[config.mk]
export PLATFORM = sky130hd
export DESIGN_NAME = reduced_word_rank_top
export DESIGN_NICKNAME = d
export VERILOG_FILES = /design/src/hdl/rwr_pkg.sv /design/src/hdl/rwr_step.sv /design/src/hdl/reduced_word_rank_top.sv
export SDC_FILE = /design/constraint.sdc
export NUM_CORES = 1
export LEC_CHECK = 0
export ABC_AREA = 1
export BUFFER_PORTS_ARGS = -buffer_cell sky130_fd_sc_hd__buf_2
export CAP_MARGIN = 20
export CORE_ASPECT_RATIO = 1.25
export CORE_MARGIN = 1
export CORE_UTILIZATION = 40
export DETAILED_ROUTE_END_ITERATION = 8
export HOLD_SLACK_MARGIN = 0.15
export PLACE_DENSITY = 0.61
export SYNTH_ARGS = -nofsm -noshare
export SYNTH_HDL_FRONTEND = slang
export SYNTH_SLANG_ARGS = --single-unit
[constraint.sdc]
create_clock -name clk -period 7.4 [get_ports clk]
set_input_delay 1.48 -clock clk [delete_from_list [all_inputs] [get_ports clk]]
set_output_delay 1.48 -clock clk [all_outputs]
set_load 0.005 [all_outputs]
[src/hdl/rwr_pkg.sv]
// Shared types and constants for the reduced word rank block.
// Used by rwr_step and reduced_word_rank_top; depends on nothing else.
`default_nettype none

package rwr_pkg;

    localparam int LETTER_W = 8;
    localparam int INDEX_W  = 32;
    localparam int CFG_W    = 4;

    localparam logic [LETTER_W-1:0] ASCII_UPPER_A = 8'd65;
    localparam logic [LETTER_W-1:0] ASCII_LOWER_A = 8'd97;

    typedef enum logic [1:0] {
        ST_OK           = 2'd0,
        ST_WRONG_LENGTH = 2'd1,
        ST_BAD_LETTER   = 2'd2,
        ST_OVERFLOW     = 2'd3
    } status_t;

    typedef enum logic [0:0] {
        REG_RANK     = 1'b0,
        REG_WORD_LEN = 1'b1
    } reg_idx_t;

    typedef struct packed {
        logic    is_edge;
        status_t status;
    } rwr_flags_t;

endpackage

`default_nettype wire

[src/hdl/rwr_step.sv]
// One letter step of the word ranking: letter decode, inverse removal,
// Horner multiply-add with saturation, and the end-of-word result.
// Depends on rwr_pkg.
`default_nettype none

module rwr_step
    import rwr_pkg::*;
#(
    parameter int MAX_RANK = 8,
    parameter int MAX_LEN  = 8,
    localparam int VAL_W   = (2 * MAX_RANK > 1) ? $clog2(2 * MAX_RANK) : 1,
    localparam int RANK_W  = $clog2(MAX_RANK + 1),
    localparam int CNT_W   = $clog2(MAX_LEN + 2)
)
(
    input  wire logic [LETTER_W-1:0] letter,
    input  wire logic [RANK_W-1:0]   rank_eff,
    input  wire logic [CNT_W-1:0]    len_eff,
    input  wire logic [INDEX_W-1:0]  acc,
    input  wire logic [VAL_W-1:0]    prev,
    input  wire logic [CNT_W-1:0]    count,
    input  wire status_t             err,
    output logic [INDEX_W-1:0]       acc_next,
    output logic [VAL_W-1:0]         prev_next,
    output logic [CNT_W-1:0]         count_next,
    output status_t                  err_next,
    output logic [INDEX_W-1:0]       index_res,
    output rwr_flags_t               flags_res
);

    localparam int SUM_W = INDEX_W + VAL_W + 1;

    logic [LETTER_W-1:0] off_u;
    logic [LETTER_W-1:0] off_l;
    logic                hit_u;
    logic                hit_l;
    logic [VAL_W-1:0]    r_v;
    logic [VAL_W-1:0]    val;
    logic [VAL_W-1:0]    removed;
    logic [VAL_W-1:0]    digit;
    logic [VAL_W-1:0]    base;
    logic [SUM_W-1:0]    nxt;
    logic                ovf;
    logic                len_edge;
    logic                len_vert;

    // Letter decode: upper case maps to 0..r-1, lower case to r..2r-1
    always_comb
    begin
        r_v   = VAL_W'(rank_eff);
        off_u = letter - ASCII_UPPER_A;
        off_l = letter - ASCII_LOWER_A;
        hit_u = (letter >= ASCII_UPPER_A) && (off_u < LETTER_W'(rank_eff));
        hit_l = (letter >= ASCII_LOWER_A) && (off_l < LETTER_W'(rank_eff));
        val   = hit_u ? off_u[VAL_W-1:0] : (r_v + off_l[VAL_W-1:0]);
    end

    // Drop the inverse of the previous letter from the alphabet
    always_comb
    begin
        removed = (prev < r_v) ? (prev + r_v) : (prev - r_v);
        digit   = (val > removed) ? (val - VAL_W'(1)) : val;
        base    = r_v + r_v - VAL_W'(1);
        nxt     = SUM_W'(acc) * SUM_W'(base) + SUM_W'(digit);
        ovf     = |nxt[SUM_W-1:INDEX_W];
    end

    always_comb
    begin
        acc_next  = acc;
        prev_next = prev;
        err_next  = err;
        if (!(hit_u || hit_l))
        begin
            err_next = ST_BAD_LETTER;
        end
        else if (count == '0)
        begin
            acc_next  = INDEX_W'(val);
            prev_next = val;
        end
        else
        begin
            if (val == removed)
            begin
                err_next = ST_BAD_LETTER;
            end
            else if (err == ST_OVERFLOW || ovf)
            begin
                // saturate and hold for the rest of the word
                acc_next = '1;
                if (err == ST_OK)
                begin
                    err_next = ST_OVERFLOW;
                end
            end
            else
            begin
                acc_next = nxt[INDEX_W-1:0];
            end
            prev_next = val;
        end
        count_next = (count < CNT_W'(MAX_LEN + 1)) ? (count + CNT_W'(1)) : count;
    end

    // End-of-word result from the updated state
    always_comb
    begin
        len_edge  = (count_next == len_eff);
        len_vert  = (count_next == (len_eff - CNT_W'(1)));
        index_res = '0;
        flags_res.is_edge = len_edge;
        if (!(len_edge || len_vert))
        begin
            flags_res.status  = ST_WRONG_LENGTH;
            flags_res.is_edge = 1'b0;
        end
        else if (err_next == ST_BAD_LETTER)
        begin
            flags_res.status = ST_BAD_LETTER;
        end
        else
        begin
            flags_res.status = err_next;
            index_res        = acc_next;
        end
    end

endmodule

`default_nettype wire

[src/hdl/reduced_word_rank_top.sv]
// Top level of the reduced word rank block: configuration registers,
// input register, word state and result register. Depends on rwr_pkg, rwr_step.
`default_nettype none

// Takes one ASCII letter per cycle and returns the dense index of the reduced
// word on the letter marked last. The letter is held in the input register, and the
// result register loads when the held last letter advances, so the result is
// presented from the result register after the last letter has left the input
// register. A new letter is accepted every cycle unless the held letter is last
// and the result register holds a result that is stalled. The combinational Horner
// step, a 32-bit by small-base multiply-add on the word accumulator, sets that rate.
// Status is ok, wrong_length, bad_letter or overflow (index saturated at all ones).
// rank and word_len may be written only while no word is in flight.
module reduced_word_rank_top
    import rwr_pkg::*;
#(
    parameter int MAX_RANK = 8,
    parameter int MAX_LEN  = 8
)
(
    input  wire logic                clk,
    input  wire logic                rst_n,
    input  wire logic                cfg_we,
    input  wire logic [0:0]          cfg_idx,
    input  wire logic [CFG_W-1:0]    cfg_data,
    input  wire logic                in_valid,
    output logic                     in_stall,
    input  wire logic [LETTER_W-1:0] letter,
    input  wire logic                last,
    output logic                     out_valid,
    input  wire logic                out_stall,
    output logic [INDEX_W-1:0]       index,
    output logic                     is_edge,
    output logic [1:0]               status
);

    localparam int VAL_W  = (2 * MAX_RANK > 1) ? $clog2(2 * MAX_RANK) : 1;
    localparam int RANK_W = $clog2(MAX_RANK + 1);
    localparam int CNT_W  = $clog2(MAX_LEN + 2);

    logic [CFG_W-1:0]    rank_reg;
    logic [CFG_W-1:0]    word_len_reg;
    logic [CFG_W-1:0]    rank_clamp;
    logic [CFG_W-1:0]    len_clamp;

    logic                in_valid_reg;
    logic [LETTER_W-1:0] letter_reg;
    logic                last_reg;

    logic [INDEX_W-1:0]  acc_reg;
    logic [VAL_W-1:0]    prev_reg;
    logic [CNT_W-1:0]    count_reg;
    status_t             err_reg;

    logic [INDEX_W-1:0]  acc_next;
    logic [VAL_W-1:0]    prev_next;
    logic [CNT_W-1:0]    count_next;
    status_t             err_next;
    logic [INDEX_W-1:0]  index_res;
    rwr_flags_t          flags_res;

    logic                out_valid_reg;
    logic [INDEX_W-1:0]  index_reg;
    rwr_flags_t          flags_reg;

    logic                advance;

    // Configuration registers
    always_ff @(posedge clk or negedge rst_n)
    begin
        if (!rst_n)
        begin
            rank_reg     <= CFG_W'(2);
            word_len_reg <= CFG_W'(4);
        end
        else if (cfg_we)
        begin
            case (reg_idx_t'(cfg_idx))
                REG_RANK:     rank_reg     <= cfg_data;
                REG_WORD_LEN: word_len_reg <= cfg_data;
                default:      rank_reg     <= rank_reg;
            endcase
        end
    end

    // Clamp out-of-range settings
    always_comb
    begin
        if (rank_reg == '0)
            rank_clamp = CFG_W'(1);
        else if (rank_reg > CFG_W'(MAX_RANK))
            rank_clamp = CFG_W'(MAX_RANK);
        else
            rank_clamp = rank_reg;

        if (word_len_reg < CFG_W'(2))
            len_clamp = CFG_W'(2);
        else if (word_len_reg > CFG_W'(MAX_LEN))
            len_clamp = CFG_W'(MAX_LEN);
        else
            len_clamp = word_len_reg;
    end

    // The held letter advances unless it is last and the result slot is full and stalled
    assign advance  = in_valid_reg && (!last_reg || !out_valid_reg || !out_stall);
    assign in_stall = in_valid_reg && !advance;

    always_ff @(posedge clk or negedge rst_n)
    begin
        if (!rst_n)
        begin
            in_valid_reg <= 1'b0;
        end
        else if (!in_stall)
        begin
            in_valid_reg <= in_valid;
        end
    end

    always_ff @(posedge clk)
    begin
        if (in_valid && !in_stall)
        begin
            letter_reg <= letter;
            last_reg   <= last;
        end
    end

    rwr_step #(
        .MAX_RANK (MAX_RANK),
        .MAX_LEN  (MAX_LEN)
    ) u_step (
        .letter     (letter_reg),
        .rank_eff   (RANK_W'(rank_clamp)),
        .len_eff    (CNT_W'(len_clamp)),
        .acc        (acc_reg),
        .prev       (prev_reg),
        .count      (count_reg),
        .err        (err_reg),
        .acc_next   (acc_next),
        .prev_next  (prev_next),
        .count_next (count_next),
        .err_next   (err_next),
        .index_res  (index_res),
        .flags_res  (flags_res)
    );

    // Word state; clear after the last letter
    always_ff @(posedge clk or negedge rst_n)
    begin
        if (!rst_n)
        begin
            acc_reg   <= '0;
            prev_reg  <= '0;
            count_reg <= '0;
            err_reg   <= ST_OK;
        end
        else if (advance)
        begin
            if (last_reg)
            begin
                acc_reg   <= '0;
                prev_reg  <= '0;
                count_reg <= '0;
                err_reg   <= ST_OK;
            end
            else
            begin
                acc_reg   <= acc_next;
                prev_reg  <= prev_next;
                count_reg <= count_next;
                err_reg   <= err_next;
            end
        end
    end

    // Result register
    always_ff @(posedge clk or negedge rst_n)
    begin
        if (!rst_n)
        begin
            out_valid_reg <= 1'b0;
        end
        else if (advance && last_reg)
        begin
            out_valid_reg <= 1'b1;
        end
        else if (!out_stall)
        begin
            out_valid_reg <= 1'b0;
        end
    end

    always_ff @(posedge clk)
    begin
        if (advance && last_reg)
        begin
            index_reg <= index_res;
            flags_reg <= flags_res;
        end
    end

    assign out_valid = out_valid_reg;
    assign index     = index_reg;
    assign is_edge   = flags_reg.is_edge;
    assign status    = flags_reg.status;

    a_clear_after_word: assert property (@(posedge clk) disable iff (!rst_n)
        advance && last_reg |=> count_reg == '0 && err_reg == ST_OK && acc_reg == '0)
        else $error("word state not cleared after last letter");

    a_count_bound: assert property (@(posedge clk) disable iff (!rst_n)
        count_reg <= CNT_W'(MAX_LEN + 1))
        else $error("letter count beyond its limit");

    a_overflow_saturated: assert property (@(posedge clk) disable iff (!rst_n)
        err_reg == ST_OVERFLOW |-> &acc_reg)
        else $error("overflow flagged without saturated accumulator");

    a_wrong_length_zero: assert property (@(posedge clk) disable iff (!rst_n)
        out_valid && status == ST_WRONG_LENGTH |-> index == '0 && !is_edge)
        else $error("wrong length result carries index or edge");

endmodule

`default_nettype wire

==> metrics.md <==
| Metric | Value |
|---|---|
| Vias in the first global route | `9161` |
| Initial Util | `0.412` |
| Worst setup margin | `roughly 750 ps` |
| Vias/cell | `between 4 and 5` |
| Internal power | `roughly 1.2 mW` |
| Antenna Nets Post-Route | `0` |
| NumNets Final | `about 1700` |
| Fill count | `between 2000 and 3000` |
| Initial antenna violation count | `0` |
| CP Class | `reg -> reg` |
| CTS tree | `yes` |
| Sw frac | `0.417` |
| Ports | `between 50 and 60` |
| Cell area after synthesis | `about 0.010 mm²` |
| Minimum clock period | `6650 ps` |
| Post-synth cell types | `46` |
| Most frequent cells in the layout | `448 x nand2_1, 239 x inv_1, 128 x nor2_1, 99 x ha_1, 77 x a21oi_1` |
| Startpoint types | `flop` |
| Final WL | `about 26000 µm` |
| Psw | `824 µW` |
| H-Tree Depth | `3` |
| Finished Core Util | `0.449` |
| Number of buffers created by CTS | `9` |
| Seq/Total Area, Yosys | `0.250` |
| CP max-delay cell | `dfstp_2` |
| Req. time, crit path | `7520 ps` |
| Syn. warnings | `0` |
| Overall Global Routing Usage | `0.205` |
| Site Rows | `65` |
| Critical Path Start | `rank_reg[1]` |
| Largest net degree at the start of global routing | `53` |
| Max clock buf depth | `2` |
| Drt first pass iters | `5` |
| Final setup violation count | `0` |
| Clock transition at path regs | `70 ps` |
| CP dominant cell by count | `nand2_1` |
| DP Wirelength | `between 15000 and 20000 µm` |
| Crit Reg-Reg Endpoint | `index[15]` |
| Comb pwr share | `0.426` |
| Setup_tns | `0 ps` |
| HP Class | `reg -> reg` |
| Unrepaired setup endpoints after global routing | `no` |
| Slowest stage delay, CP | `between 500 and 600 ps` |
| Via count | `roughly 9000` |
| Design Area, Final | `about 0.011 mm²` |
| RR Startpoint | `rank_reg[1]` |
| FF+latch count, synth | `96` |
| Diodes inserted | `0` |
| Share of power burned in registers | `0.316` |
| Total grt overflow | `0` |
| Total Power | `roughly 2.0 mW` |
| Average size of a mapped cell | `7.26 µm²` |
| Commonest non-fill, non-tap cell in the layout | `nand2_1` |
| Peak supply drop | `117 µV` |
| Clock Power Share | `0.258` |
| Outcome | `complete, no violations` |
| Total clock sinks | `96` |
| Post-synth EDFFs | `44` |
| Synth Instances | `between 1000 and 1500` |
| Placeable Area | `0.0255 mm²` |
| Pwr Density | `around 170 mW/mm²` |
| Syn Nets | `around 1600` |
| Worst slew pin tran | `1010 ps` |
| CP Data Arrival Time | `roughly 6800 ps` |
| Final Hold Viols | `0` |
| Die Ht | `about 180 µm` |
| Die ar. | `around 0.027 mm²` |
| Root buffer cell | `clkbuf_16` |
| Maxcap violations | `0` |
| Wire length per cell | `14.1 µm` |
| Placement-stage cell area | `~0.011 mm²` |
| Clock Latency Late Sink | `370 ps` |
| Number of I/O port buffers | `55` |
| Layout cells sized above 1 | `0.104` |
| Fmax achieved | `around 150 MHz` |
| Pre-CTS WS | `between 300 and 400 ps` |
| Fin. max-slew vios | `0` |
| Crit path max fanout | `19` |
| DRC Markers | `0` |
| Die W | `around 150 µm` |
| Crit path capture | `index[15]` |
| RePlAce Congestion | `roughly 0.87` |
| Final Cycle Share | `0.898` |
| CP endpoint kind | `flop` |
| Setup Skew | `7.37 ps` |
| First-pass GRT wire length | `approximately 44000 µm` |
| Hold buffer count at CTS | `0` |
| First DRT Iteration DRCs | `around 400` |
| Top FF cell, synth | `dfrtp_1` |
| Worst reg-to-reg setup slack | `750 ps` |
| Post-synth ARST share | `0.542` |
| Area Overhead vs Synth | `9.05%` |
| Pleak | `6.21 nW` |
| Worst-case reg-to-reg path depth | `42` |
| Slew margin rel. | `0.323` |
## what timing repair did
action,4_1_cts,5_1_grt
endpoints found under the setup margin,0,62
buffers inserted,0,1
gates resized for setup,0,7
## worst min-delay path by stage
stage                      startpoint          end  slack, ps  cells after the start
after global placement    rank_reg[2]  rank_reg[2]        480                      2
after global routing      rank_reg[2]  rank_reg[2]        520                      2
after CTS                 rank_reg[2]  rank_reg[2]        500                      2
after detailed placement  rank_reg[2]  rank_reg[2]        480                      2
final                     rank_reg[1]  rank_reg[1]        500                      2
after floorplan           rank_reg[2]  rank_reg[2]        450                      2
## Yosys cell counts (2+ instances only)
cell / n / area [µm²]
o21bai_1: 5 / 37.5
o22ai_1: 6 / 37.5
and2_1: 2 / 12.5
o21ai_0: 31 / 155
dfstp_2: 2 / 52.6
nor2_1: 131 / 492
buf_1: 4 / 15.0
nand4_1: 19 / 119
edfxtp_1: 44 / 1320
fa_1: 66 / 1320
ha_1: 99 / 1240
nor3_2: 3 / 30.0
buf_6: 5 / 56.3
nor2_2: 15 / 93.8
nand2_2: 2 / 12.5
buf_2: 6 / 30.0
o21ai_2: 7 / 61.3
clkbuf_1: 16 / 60.1
a21oi_2: 16 / 140
and3_1: 2 / 12.5
dfrtp_1: 50 / 1250
nand2_1: 448 / 1680
nand3_1: 47 / 235
nor3_1: 8 / 40.0
inv_1: 241 / 905
xor2_1: 29 / 254
nand2_4: 2 / 22.5
o21ai_1: 13 / 65.1
a21oi_1: 77 / 385
buf_4: 4 / 30.0
inv_2: 13 / 48.8
a31oi_1: 2 / 12.5
xnor2_1: 16 / 140
## power groups by stage
stage / combinational (mW) / clock (mW) / sequential [mW]
2_1_floorplan: 0.606 / 0 / 0.629
3_3_place_gp: 0.825 / 0 / 0.635
3_5_place_dp: 0.830 / 0 / 0.635
4_1_cts: 0.838 / 0.524 / 0.624
5_1_grt: 0.957 / 0.542 / 0.630
6_report: 0.842 / 0.510 / 0.624
## critical path, delay by kind of cell (launching register included)
family | cells | cell delay (ps)
flops | 1 | 540
xor+xnor | 1 | 140
compound gates | 4 | 600
fa+ha+maj | 4 | 1380
simple gates | 24 | 2760
buf+inv | 9 | 980
## final cells by class
class,count,area [µm²],area share
clock buffer,10,239,0.0209
clock inverter,6,73.8,0.00646
inverter,255,960,0.0840
multi-input combinational,1058,6730,0.589
sequential,96,2630,0.230
tap,335,419,0.0367
timing repair buffer,68,380,0.0333
## layer usage
layer / share of wire / GRT usage / vias to the layer above / wire length [µm]
met5: 0 / 0 / - / 0
met4: 0.021 / 0.0617 / 0 / 538
met3: 0.030 / 0.0231 / 35 / 765
met2: 0.50 / 0.371 / 139 / 12900
met1: 0.45 / 0.253 / 4225 / 11500
li1: - / - / 4581 / -
## through the flow
stage	instances	hold slack [ps]
2_1_floorplan	1444	453
3_3_place_gp	1811	476
3_5_place_dp	1811	484
4_1_cts	1827	502
5_1_grt	1828	520
6_report	1828	503
## cells by family after synthesis
logic type / count (synthesis) / share of synthesized area
and+or+nand+nor: 685 / 0.268
xor gates and xnor gates: 45 / 0.0376
buffers and inverters: 290 / 0.110
adders and majority gates: 165 / 0.244
AOI/OAI and AO/OA: 162 / 0.0891
muxes: 1 / 0.000955
DFF: 96 / 0.250
No activity file was read; power rests on OpenSTA's default activity.
